**src/design/cbc_pkg.sv**
```systemverilog
package cbc_pkg;

    // Field widths of the accumulators and of the result.
    localparam int SUM_W = 22;
    localparam int CNT_W = 15;
    localparam int DCNT_W = 5;
    localparam logic [SUM_W-1:0] SUM_MAX = {SUM_W{1'b1}};
    localparam logic [CNT_W-1:0] CNT_MAX = {CNT_W{1'b1}};

    // Configuration port.
    localparam int APB_AW = 5;
    localparam int APB_DW = 32;
    localparam logic [2:0] REG_ROI_ROW_START = 3'd0;
    localparam logic [2:0] REG_ROW_STEP = 3'd1;
    localparam logic [2:0] REG_COL_STEP = 3'd2;
    localparam logic [2:0] REG_RED_MIN_CNT = 3'd3;
    localparam logic [2:0] REG_GREEN_MIN_CNT = 3'd4;

    localparam logic [6:0] RST_ROI_ROW_START = 7'd30;
    localparam logic [3:0] RST_ROW_STEP = 4'd2;
    localparam logic [3:0] RST_COL_STEP = 4'd2;
    localparam logic [14:0] RST_RED_MIN_CNT = 15'd35;
    localparam logic [14:0] RST_GREEN_MIN_CNT = 15'd35;

    // Reported colour codes.
    localparam logic [1:0] COLOR_NONE = 2'd0;
    localparam logic [1:0] COLOR_RED = 2'd1;
    localparam logic [1:0] COLOR_GREEN = 2'd2;

    // Fixed classification thresholds on the 8-bit channels.
    localparam logic [7:0] RED_R_MIN = 8'd100;
    localparam logic [7:0] RED_GB_MAX = 8'd90;
    localparam logic [7:0] GREEN_G_MIN = 8'd95;
    localparam logic [7:0] GREEN_RB_MAX = 8'd120;

    typedef struct packed {
        logic [15:0] pixel;
        logic        end_of_frame;
    } t_in_item;

    typedef struct packed {
        logic [1:0]  color;
        logic [7:0]  centroid_col;
        logic [14:0] pixel_count;
    } t_out_item;

endpackage

```
**src/design/color_blob_centroid_unit.sv**
```systemverilog
// A pixel that is not the end of frame is absorbed at full rate while ready is high.
// An end-of-frame pixel passes through the decision, the divider and the output load before
// its result shows, skipping the divider when no colour wins; ready is low until it is loaded.
// A write to the start row or either step re-aligns the sampling phases on the same divider,
// holding ready low from the write until the re-alignment has finished.
// Reset is synchronous and active low: registers take their defaults, counters and sums clear.
module color_blob_centroid_unit #(
    parameter int FRAME_WIDTH = 160,
    parameter int FRAME_HEIGHT = 120
) (
    input  logic                     i_clk,
    input  logic                     i_rst_n,
    input  logic                     i_valid,
    output logic                     o_ready,
    input  cbc_pkg::t_in_item        i_data,
    output logic                     o_valid,
    input  logic                     i_ready,
    output cbc_pkg::t_out_item       o_data,
    input  logic                     psel,
    input  logic                     penable,
    input  logic                     pwrite,
    input  logic [cbc_pkg::APB_AW-1:0] paddr,
    input  logic [cbc_pkg::APB_DW-1:0] pwdata,
    output logic [cbc_pkg::APB_DW-1:0] prdata,
    output logic                     pready
);
    import cbc_pkg::*;

    localparam int CW = (FRAME_WIDTH > 2) ? $clog2(FRAME_WIDTH) : 1;
    localparam int RW = $clog2(FRAME_HEIGHT + 1);
    localparam logic [CW-1:0] COL_LAST = CW'(FRAME_WIDTH - 1);
    localparam logic [RW-1:0] ROW_END = RW'(FRAME_HEIGHT);

    typedef enum logic [3:0] {
        S_IDLE = 4'b0001,
        S_DEC  = 4'b0010,
        S_DIV  = 4'b0100,
        S_OUT  = 4'b1000
    } t_state;

    typedef enum logic [1:0] {
        JOB_CENT = 2'd0,
        JOB_COL  = 2'd1,
        JOB_ROW  = 2'd2
    } t_job;

    // Configuration registers.
    logic [6:0]  r_roi;
    logic [3:0]  r_row_step;
    logic [3:0]  r_col_step;
    logic [14:0] r_red_min;
    logic [14:0] r_green_min;

    // Sequencer, position and accumulators.
    t_state r_state, n_state;
    t_job   r_job, n_job;
    logic   r_sync, n_sync;
    logic [CW-1:0] r_col, n_col;
    logic [RW-1:0] r_row, n_row;
    logic [3:0] r_cp, n_cp;
    logic [3:0] r_rp, n_rp;
    logic [SUM_W-1:0] r_rsum, n_rsum, r_gsum, n_gsum;
    logic [CNT_W-1:0] r_rtot, n_rtot, r_gtot, n_gtot;

    // Shared restoring divider.
    logic [CNT_W-1:0]  r_rem, n_rem;
    logic [SUM_W-1:0]  r_quo, n_quo;
    logic [CNT_W-1:0]  r_dvs, n_dvs;
    logic [DCNT_W-1:0] r_dcnt, n_dcnt;

    // Result holding.
    logic        r_ovalid, n_ovalid;
    t_out_item   r_odata, n_odata;
    logic [1:0]  r_ocolor, n_ocolor;
    logic [14:0] r_ocount, n_ocount;

    logic       cfg_wr;
    logic [2:0] cfg_idx;
    logic       cfg_wr_phase;
    logic [3:0] rs, cs;
    logic       in_xfer;
    logic       row_in_roi;
    logic       sample;
    logic [7:0] ch_r, ch_g, ch_b;
    logic       is_red, is_green;
    logic [SUM_W:0] rsum_add, gsum_add;
    logic [CNT_W:0] div_shift;
    logic [CNT_W+1:0] div_diff;
    logic [SUM_W-1:0] row_diff;
    logic [RW-1:0] row_inc;
    logic       red_win, green_win;

    // Configuration port decode and read-back.
    assign pready = 1'b1;
    assign cfg_idx = paddr[APB_AW-1:2];
    assign cfg_wr = psel && penable && pwrite;
    assign cfg_wr_phase = cfg_wr && (cfg_idx == REG_ROI_ROW_START ||
                                     cfg_idx == REG_ROW_STEP ||
                                     cfg_idx == REG_COL_STEP);

    always_comb begin
        case (cfg_idx)
            REG_ROI_ROW_START:  prdata = APB_DW'(r_roi);
            REG_ROW_STEP:       prdata = APB_DW'(r_row_step);
            REG_COL_STEP:       prdata = APB_DW'(r_col_step);
            REG_RED_MIN_CNT:    prdata = APB_DW'(r_red_min);
            REG_GREEN_MIN_CNT:  prdata = APB_DW'(r_green_min);
            default:            prdata = '0;
        endcase
    end

    always_ff @(posedge i_clk) begin
        if (!i_rst_n) begin
            r_roi       <= RST_ROI_ROW_START;
            r_row_step  <= RST_ROW_STEP;
            r_col_step  <= RST_COL_STEP;
            r_red_min   <= RST_RED_MIN_CNT;
            r_green_min <= RST_GREEN_MIN_CNT;
        end else if (cfg_wr) begin
            case (cfg_idx)
                REG_ROI_ROW_START:  r_roi       <= pwdata[6:0];
                REG_ROW_STEP:       r_row_step  <= pwdata[3:0];
                REG_COL_STEP:       r_col_step  <= pwdata[3:0];
                REG_RED_MIN_CNT:    r_red_min   <= pwdata[14:0];
                REG_GREEN_MIN_CNT:  r_green_min <= pwdata[14:0];
                default: begin
                end
            endcase
        end
    end

    // A step of zero behaves as a step of one.
    assign rs = (r_row_step == 4'd0) ? 4'd1 : r_row_step;
    assign cs = (r_col_step == 4'd0) ? 4'd1 : r_col_step;

    // The input is taken only when idle with the sampling phases aligned.
    assign o_ready = (r_state == S_IDLE) && !r_sync && !cfg_wr_phase;
    assign in_xfer = i_valid && o_ready;

    // Sampling decision from the row and column phase counters.
    assign row_in_roi = (SUM_W'(r_row) >= SUM_W'(r_roi));
    assign sample = (r_row < ROW_END) && row_in_roi && (r_rp == 4'd0) && (r_cp == 4'd0);

    // Colour classification on the expanded channels.
    assign ch_r = {i_data.pixel[15:11], 3'b000};
    assign ch_g = {i_data.pixel[10:5], 2'b00};
    assign ch_b = {i_data.pixel[4:0], 3'b000};
    assign is_red = (ch_r > RED_R_MIN) && (ch_g < RED_GB_MAX) && (ch_b < RED_GB_MAX) &&
                    ({2'b00, ch_r, 1'b0} > (11'(ch_g) * 11'd3)) &&
                    ({2'b00, ch_r, 1'b0} > (11'(ch_b) * 11'd3));
    assign is_green = (ch_g > GREEN_G_MIN) && (ch_r < GREEN_RB_MAX) &&
                      (ch_b < GREEN_RB_MAX) &&
                      ((11'(ch_g) * 11'd4) > (11'(ch_r) * 11'd5)) &&
                      ((13'(ch_g) * 13'd20) > (13'(ch_b) * 13'd23));

    assign rsum_add = {1'b0, r_rsum} + (SUM_W+1)'(r_col);
    assign gsum_add = {1'b0, r_gsum} + (SUM_W+1)'(r_col);

    // One restoring division step: shift in a dividend bit and try the subtraction.
    assign div_shift = {r_rem, r_quo[SUM_W-1]};
    assign div_diff = {1'b0, div_shift} - {2'b00, r_dvs};

    assign row_diff = SUM_W'(r_row) - SUM_W'(r_roi);
    assign row_inc = r_row + 1'b1;

    assign red_win = (r_rtot > r_red_min) && (r_rtot >= r_gtot);
    assign green_win = (r_gtot > r_green_min);

    // Sequencer and datapath next state.
    always_comb begin
        n_state  = r_state;
        n_job    = r_job;
        n_sync   = r_sync;
        n_col    = r_col;
        n_row    = r_row;
        n_cp     = r_cp;
        n_rp     = r_rp;
        n_rsum   = r_rsum;
        n_gsum   = r_gsum;
        n_rtot   = r_rtot;
        n_gtot   = r_gtot;
        n_rem    = r_rem;
        n_quo    = r_quo;
        n_dvs    = r_dvs;
        n_dcnt   = r_dcnt;
        n_ovalid = r_ovalid;
        n_odata  = r_odata;
        n_ocolor = r_ocolor;
        n_ocount = r_ocount;

        // The output register empties on its own transfer.
        if (r_ovalid && i_ready) begin
            n_ovalid = 1'b0;
        end

        case (r_state)
            S_IDLE: begin
                if (r_sync && !cfg_wr_phase) begin
                    // Re-align the column phase: column modulo column step.
                    n_quo   = SUM_W'(r_col);
                    n_rem   = '0;
                    n_dvs   = CNT_W'(cs);
                    n_dcnt  = DCNT_W'(SUM_W);
                    n_job   = JOB_COL;
                    n_state = S_DIV;
                end else if (in_xfer) begin
                    // Accumulate a sampled pixel of either colour.
                    if (sample && is_red) begin
                        n_rsum = rsum_add[SUM_W] ? SUM_MAX : rsum_add[SUM_W-1:0];
                        if (r_rtot != CNT_MAX) begin
                            n_rtot = r_rtot + 1'b1;
                        end
                    end
                    if (sample && is_green) begin
                        n_gsum = gsum_add[SUM_W] ? SUM_MAX : gsum_add[SUM_W-1:0];
                        if (r_gtot != CNT_MAX) begin
                            n_gtot = r_gtot + 1'b1;
                        end
                    end
                    // Advance the raster position; it freezes past the last row.
                    if (r_row < ROW_END) begin
                        if (r_col == COL_LAST) begin
                            n_col = '0;
                            n_cp  = 4'd0;
                            n_row = row_inc;
                            if (SUM_W'(row_inc) <= SUM_W'(r_roi)) begin
                                n_rp = 4'd0;
                            end else if (r_rp + 1'b1 >= rs) begin
                                n_rp = 4'd0;
                            end else begin
                                n_rp = r_rp + 1'b1;
                            end
                        end else begin
                            n_col = r_col + 1'b1;
                            n_cp  = (r_cp + 1'b1 >= cs) ? 4'd0 : r_cp + 1'b1;
                        end
                    end
                    if (i_data.end_of_frame) begin
                        n_col   = '0;
                        n_row   = '0;
                        n_cp    = 4'd0;
                        n_rp    = 4'd0;
                        n_state = S_DEC;
                    end
                end
            end
            S_DEC: begin
                // Pick the winner and start the centroid division; clear the frame.
                n_rem  = '0;
                n_dcnt = DCNT_W'(SUM_W);
                n_job  = JOB_CENT;
                if (red_win) begin
                    n_ocolor = COLOR_RED;
                    n_ocount = r_rtot;
                    n_quo    = r_rsum;
                    n_dvs    = r_rtot;
                    n_state  = S_DIV;
                end else if (green_win) begin
                    n_ocolor = COLOR_GREEN;
                    n_ocount = r_gtot;
                    n_quo    = r_gsum;
                    n_dvs    = r_gtot;
                    n_state  = S_DIV;
                end else begin
                    n_ocolor = COLOR_NONE;
                    n_ocount = '0;
                    n_quo    = '0;
                    n_state  = S_OUT;
                end
                n_rsum = '0;
                n_gsum = '0;
                n_rtot = '0;
                n_gtot = '0;
            end
            S_DIV: begin
                if (r_dcnt != '0) begin
                    if (!div_diff[CNT_W+1]) begin
                        n_rem = div_diff[CNT_W-1:0];
                        n_quo = {r_quo[SUM_W-2:0], 1'b1};
                    end else begin
                        n_rem = div_shift[CNT_W-1:0];
                        n_quo = {r_quo[SUM_W-2:0], 1'b0};
                    end
                    n_dcnt = r_dcnt - 1'b1;
                end else begin
                    case (r_job)
                        JOB_CENT: begin
                            n_state = S_OUT;
                        end
                        JOB_COL: begin
                            n_cp = r_rem[3:0];
                            if (row_in_roi) begin
                                // Row phase: distance from the start row modulo row step.
                                n_quo  = row_diff;
                                n_rem  = '0;
                                n_dvs  = CNT_W'(rs);
                                n_dcnt = DCNT_W'(SUM_W);
                                n_job  = JOB_ROW;
                            end else begin
                                n_rp    = 4'd0;
                                n_sync  = 1'b0;
                                n_state = S_IDLE;
                            end
                        end
                        JOB_ROW: begin
                            n_rp    = r_rem[3:0];
                            n_sync  = 1'b0;
                            n_state = S_IDLE;
                        end
                        default: begin
                            n_sync  = 1'b0;
                            n_state = S_IDLE;
                        end
                    endcase
                end
            end
            S_OUT: begin
                // Load the result once the output register is free.
                if (!r_ovalid || i_ready) begin
                    n_ovalid             = 1'b1;
                    n_odata.color        = r_ocolor;
                    n_odata.pixel_count  = r_ocount;
                    n_odata.centroid_col = (r_quo > SUM_W'(255)) ? 8'hFF : r_quo[7:0];
                    n_state              = S_IDLE;
                end
            end
            default: begin
                n_state = S_IDLE;
            end
        endcase

        // A write to the start row or a step forces a phase re-alignment.
        if (cfg_wr_phase) begin
            n_sync = 1'b1;
        end
    end

    // Control state and accumulators.
    always_ff @(posedge i_clk) begin
        if (!i_rst_n) begin
            r_state  <= S_IDLE;
            r_job    <= JOB_CENT;
            r_sync   <= 1'b0;
            r_col    <= '0;
            r_row    <= '0;
            r_cp     <= 4'd0;
            r_rp     <= 4'd0;
            r_rsum   <= '0;
            r_gsum   <= '0;
            r_rtot   <= '0;
            r_gtot   <= '0;
            r_dcnt   <= '0;
            r_ovalid <= 1'b0;
        end else begin
            r_state  <= n_state;
            r_job    <= n_job;
            r_sync   <= n_sync;
            r_col    <= n_col;
            r_row    <= n_row;
            r_cp     <= n_cp;
            r_rp     <= n_rp;
            r_rsum   <= n_rsum;
            r_gsum   <= n_gsum;
            r_rtot   <= n_rtot;
            r_gtot   <= n_gtot;
            r_dcnt   <= n_dcnt;
            r_ovalid <= n_ovalid;
        end
    end

    // Divider and result payload.
    always_ff @(posedge i_clk) begin
        r_rem    <= n_rem;
        r_quo    <= n_quo;
        r_dvs    <= n_dvs;
        r_odata  <= n_odata;
        r_ocolor <= n_ocolor;
        r_ocount <= n_ocount;
    end

    assign o_valid = r_ovalid;
    assign o_data = r_odata;

endmodule

```
**config.mk**
```make
export PLATFORM = sky130hd
export DESIGN_NAME = color_blob_centroid_unit
export DESIGN_NICKNAME = d
export VERILOG_FILES = /design/src/design/cbc_pkg.sv /design/src/design/color_blob_centroid_unit.sv
export SDC_FILE = /design/constraint.sdc
export NUM_CORES = 1
export LEC_CHECK = 0
export BUFFER_PORTS_ARGS = -buffer_cell sky130_fd_sc_hd__buf_4
export CELL_PAD_IN_SITES_DETAIL_PLACEMENT = 1
export CELL_PAD_IN_SITES_GLOBAL_PLACEMENT = 1
export CORE_AREA = 2 2 151 301
export CTS_CLUSTER_SIZE = 14
export DETAILED_ROUTE_END_ITERATION = 8
export DIE_AREA = 0 0 153 303
export HOLD_SLACK_MARGIN = 0.06
export PLACE_DENSITY_LB_ADDON = 0.12
export SYNTH_ARGS = -nofsm -noshare
export SYNTH_HDL_FRONTEND = slang
export SYNTH_SLANG_ARGS = --single-unit
```
**constraint.sdc**
```tcl
create_clock -name i_clk -period 9.7 [get_ports i_clk]
set_clock_uncertainty 0.2 [all_clocks]
set_input_delay 1.455 -clock i_clk [delete_from_list [all_inputs] [get_ports i_clk]]
set_output_delay 1.455 -clock i_clk [all_outputs]
set_load 0.01 [all_outputs]
```
### Yosys cells after proc, flatten, opt, wreduce, memory -nomap -nowiden

Index checks and enable logic that the tools add are counted.

| storage, ports and cells | value |
|---|---|
| output and inout port bits | 60 |
| bits of input ports | 61 |
| flip-flop bits (word level) | 249 |
| word-level logic and storage cells | 259 |

| cells by class | value |
|---|---|
| add/subtract/negate cells | 11 |
| equal/unequal tests | 36 |
| bitwise operators | 1 |
| multiply operators | 5 |
| multiplexer cells | 101 |
| reduce and logical (&&, ||, !) cells | 60 |
| order comparisons | 19 |

Operators with widths:

| kind | count |
|---|---|
| $mux 15 | 21 |
| $mux 22 | 14 |
| $mux 4 | 27 |
| $pmux 15 s3 | 2 |
| $pmux 22 s2 | 2 |
| $pmux 15 s5 | 1 |
| $pmux 22 s3 | 1 |
| $pmux 15 s2 | 2 |
| $add 22x8->23 | 2 |
| $lt 8x7->1 const B | 4 |
| $pmux 4 s2 | 4 |
| $add 15x1->15 const B | 2 |
| $gt 15x15->1 | 2 |
| $ne 15x15->1 const B | 2 |
| $reduce_and 5->1 | 5 |
| $mux 8 | 3 |
| $gt 22x8->1 const B | 1 |
| $logic_and 1x1->1 | 22 |
| $mux 7 | 3 |
| $gt 9x10->1 | 2 |
| $mux 5 | 4 |
| $reduce_and 4->1 | 5 |
| $sub 16x15->17 | 1 |
| $gt 8x7->1 const B | 2 |
| 49 further kinds | 99 |

### Logic depth before layout (Yosys ltp)

| logic depth | value |
|---|---|
| word-level depth | 11 |
| mapped depth | 22 |
| mapped depth without buffers | 20 |

### Least setup slack after synthesis

No wires, ideal clock.

| timing | value |
|---|---|
| kind | input to register |
| start point | input port i_data[1] in the netlist's numbering |
| end point | register r_gtot[10] |
| setup time | 0.128 ns |
| slack | 4.089 ns |
| buffers on the path | 2 |
| arrival time | 5.284 ns |
| cell stages on the path | 22 |
| data required time | 9.372 ns |
| path through | ha_1 ha_1 inv_1 fa_1 inv_1 ha_1 a21oi_1 o21bai_1 a21oi_1 o21ai_0 xnor2_1 ha_1 nand4_1 nor2_1 a211oi_1 nand3_1 nor3_1 buf_2 buf_2 nand4_1 xnor2_1 nor2_1 |

| on the way | value |
|---|---|
| cells in the longest elaborated chain, start to end | 7 |
| elaborated cells between the ends (all ways) | 9 |
| those cells by class | mul: 1; order compare: 2; eq/ne: 1; reduce/logical: 5 |

Ends and longest elaborated chain:

| what | line | RTL |
|---|---|---|
| start: declaration | color_blob_centroid_unit.sv:15 | `input cbc_pkg::t_in_item i_data,` |
| branches (longest 3 deep; another with $gt 13x13->1) | n/a |  |
| $logic_and 1x1->1 * | color_blob_centroid_unit.sv:153 | `((11'(ch_g) * 11'd4) > (11'(ch_r) * 11'd5)) &&` |
| $logic_and 1x1->1 * | color_blob_centroid_unit.sv:214 | `if (sample && is_green) begin` |
| $ne 2x1->1 (no source line) * | n/a |  |
| $reduce_and 5->1 (no source line) * | n/a |  |
| end signal: assignment | color_blob_centroid_unit.sv:365 | `r_gtot <= n_gtot;` |
| end: declaration | color_blob_centroid_unit.sv:63 | `logic [CNT_W-1:0] r_rtot, n_rtot, r_gtot, n_gtot;` |

Mark *: on every way between the ends.
A chain may end at the register's enable or synchronous reset.

### Final worst setup path

| timing | value |
|---|---|
| start point | input port i_data[1] in the netlist's numbering |
| end point | register r_gtot[8] |

The elaborated chain is that of the path after synthesis.

==> summary.md <==
| Metric | Value |
|---|---|
| Most frequent cell after synthesis | `nor2_1` |
| Worst setup path start | `i_data[1]` |
| Final Core Density | `0.421` |
| Synth Flop Type | `dfxtp_1` |
| CTS Hold Buffers Added | `0` |
| Mux contribution to synthesized area | `0.0181` |
| Post-synthesis sequential area ratio | `0.357` |
| Antenna violations before repair | `0` |
| Final TNS setup | `0 ps` |
| Num CTS Buffers | `25` |
| Initial Utilization | `0.376` |
| Syn Area/Cell | `8.77 um2` |
| GRT Residual Overflow | `0` |
| GP Congestion | `0.846` |
| Worst Tran Pin Value | `1120 ps` |
| Post-synth EDFFs | `94` |
| Placed inst area | `0.0177 mm2` |
| Post-route ant nets | `0` |
| CP endpoint | `r_gtot[8]` |
| Number of H-tree levels | `1` |
| Slowest CP cell | `fa_1` |
| DRT iter0 DRCs | `537` |
| YS warnings | `0` |
| Final nets | `2194` |
| CP Data Required Time | `9990 ps` |
| Inserted Diodes | `0` |
| Async set-or-reset flop fraction in the synthesized netlist | `0` |
| Status | `finished clean` |
| Most common cell on crit path | `ha_1` |
| Cell variety after synth | `77` |
| Clock root buffer | `clkbuf_16` |
| Min Hold Slack | `220 ps` |
| Synth Area in Adders | `0.149` |
| Post-synth top cells | `nor2_1 (191), ha_1 (178), nand2_1 (170)` |
| Buf+Inv Stages, Crit Path | `4` |
| Fmax | `168 MHz` |
| DRC | `0` |
| Worst skew pair latency | `560 ps` |
| Detailed-route via count | `14376` |
| Top delay family on crit path | `adder cells` |
| Chip width | `153 um` |
| Final non-filler cell total | `2517` |
| Drt pass-1 iters | `4` |
| Height of the die | `303 um` |
| Core Area | `0.0441 mm2` |
| Max cap viols | `0` |
| Simple-gate share of the synthesized area | `0.183` |
| Worst Path Max Fanout | `29` |
| Row count | `109` |
| Hold WC Path Type | `reg -> reg` |
| Synth Instances | `1890` |
| Fin area | `0.0186 mm2` |
| Max VDD drop | `0.000105 V` |
| Final hold vios | `0` |
| Worst path depth | `22` |
| Post-Synth XOR/XNOR Area | `0.0380` |
| Pins Over Slew Limit | `0` |
| #FFs+latches synth | `249` |
| Avg Vias per Cell | `5.71` |
| Bufs on Longest Clock Path | `3` |
| # port buffers | `83` |
| R2R cell count | `12` |
| CP Class | `in -> reg` |
| Crit-path cells | `buf_4 -> ha_1 -> ha_1 -> inv_1 -> fa_1 -> inv_1 -> ha_1 -> a21oi_1 -> o21bai_1 -> a21oi_1 -> o21ai_0 -> xnor2_1 -> ha_1 -> nand4_1 -> nor2_1 -> a221o_1 -> nand3_1 -> nor3_2 -> buf_4 -> nand3_1 -> or3_1 -> a21oi_1` |
| CP Launch Type | `input pin` |
| Average wire per standard cell | `21.8 um` |
| # IOs | `121` |
| Area growth, synth to finish | `11.9%` |
| Vias in the first global route | `15500` |
| Critical path arrival | `6250 ps` |
| Post-route minimum period | `5960 ps` |
| Post-synthesis compound-gate area fraction | `0.197` |
| HPWL after detailed placement | `43.1 mm` |
| R2R Setup Slk | `5420 ps` |
| Post-synth top area cell | `dfxtp_1` |
| Max stage delay on crit path | `470 ps` |
| Share of cells above drive strength 1 | `0.0933` |
| Post-CTS setup buffers | `0` |
| Largest net degree at the start of global routing | `68` |
| Largest family of logic cells by synthesized area | `compound AO/OA/AOI/OAI gates` |
| Final setup fails | `0` |
| CTS tree | `yes` |
| Cells after DPL | `2471` |
| Power Density | `135 mW/mm2` |
| Final period util | `0.615` |
| P_leak | `7.38 nW` |
| Cells taking the most area after synthesis | `dfxtp_1 (19%), edfxtp_1 (17%), ha_1 (13%), a21oi_1 (4.6%), nor2_1 (4.3%)` |
| First-pass GRT wire length | `86.5 mm` |
| Reg-to-reg startpoint | `r_gtot[3]` |
| Capture point of the worst reg-to-reg path | `r_quo[3]` |
| Clock sink count | `249` |
| Cell Area, Synth | `0.0166 mm2` |
| Total track usage | `0.236` |
| Die area | `0.0464 mm2` |
| Clock slew at reported path FFs | `70 ps` |
| Slew HR | `0.250` |
| Post_cts resized | `0` |
| Share of the synthesized area in the top cell type | `0.187` |
| RSZ-0062 raised after global routing | `no` |
| Critical Path End Type | `register` |
| WL final | `54.8 mm` |
cells in the final DEF (no fill, tap or decap), types with 31 or more instances in the layout:
cell and n:
dfxtp_1 155, inv_1 134, nor3_1 31, ha_1 178, xor2_1 31, a21oi_1 153
buf_4 101, xnor2_1 41, nand2_1 169, a21o_1 31, nor2_1 190, edfxtp_1 94
o21ai_0 89, nand3_1 56
worst reg2reg max path, delay by kind of cell (launching register included):
kind,cells,cell delay (ps)
compound gates,5,1450
fa+ha+maj,1,310
buf+inv,3,910
flops,1,480
simple gates,3,660
routing by layer:
metal | part of all wire | track usage | routed length [um] | up-vias
met1 | 0.37 | 0.235 | 20000 | 7140
met3 | 0.025 | 0.0216 | 1370 | 99
li1 | - | - | - | 6908
met4 | 0.040 | 0.0957 | 2200 | 0
met2 | 0.57 | 0.489 | 31200 | 229
met5 | 0 | 0 | 0 | -
metrics by stage:
stage	power [W]	setup WS, ps
final	0.00250	3740
after global routing	0.00261	3310
after CTS	0.00254	3680
after detailed placement	0.00148	3090
after global placement	0.00147	3050
after floorplan	0.00136	4090
sequential cells by signal, indices dropped and copies added (netlist names), 7 cells and up:
| register | count |
|---|---|
| r_green_min | 15 |
| r_gsum | 22 |
| r_row | 7 |
| r_red_min | 15 |
| o_data | 25 |
| r_roi | 7 |
| r_quo | 22 |
| r_ocount | 15 |
| r_rem | 15 |
| r_rtot | 15 |
| r_rsum | 22 |
| r_gtot | 15 |
| r_col | 8 |
| r_dvs | 15 |
how the worst min path moves through the flow:
stage / startpoint / to / depth (start not counted)
after floorplan: r_ocount[0] / o_data[0] / 0
after global placement: r_ocount[2] / o_data[2] / 0
after detailed placement: r_ocolor[1] / o_data[24] / 0
after CTS: r_ocount[0] / o_data[0] / 0
after global routing: r_ocolor[1] / o_data[24] / 0
final: r_ocolor[1] / o_data[24] / 0
power breakdown:
group,switching [W],total (W),internal [W]
clock,0.000444,0.00105,0.000603
sequential,0.0000143,0.00111,0.00109
combinational,0.000215,0.000347,0.000133
total,0.000673,0.00250,0.00183
kinds of logic (layout without fill, tap and decap cells):
| logic type | after synthesis | in the layout |
|---|---|---|
| simple gates | 630 | 630 |
| compound gates | 490 | 490 |
| flops | 249 | 249 |
| buf+inv | 227 | 283 |
| fa+ha+maj | 190 | 190 |
| xor+xnor | 72 | 72 |
| mux | 30 | 30 |
| other cells | 2 | 18 |
area by class of cell:
type / count / area [um2]
Clock buffer: 26 / 629
Clock inverter: 20 / 224
Fill cell: 5200 / 25500
Inverter: 136 / 510
Multi-Input combinational cell: 1430 / 9810
Sequential cell: 249 / 5930
Tap cell: 555 / 694
Timing Repair Buffer: 101 / 758
Power figures use the tool's default switching activity.
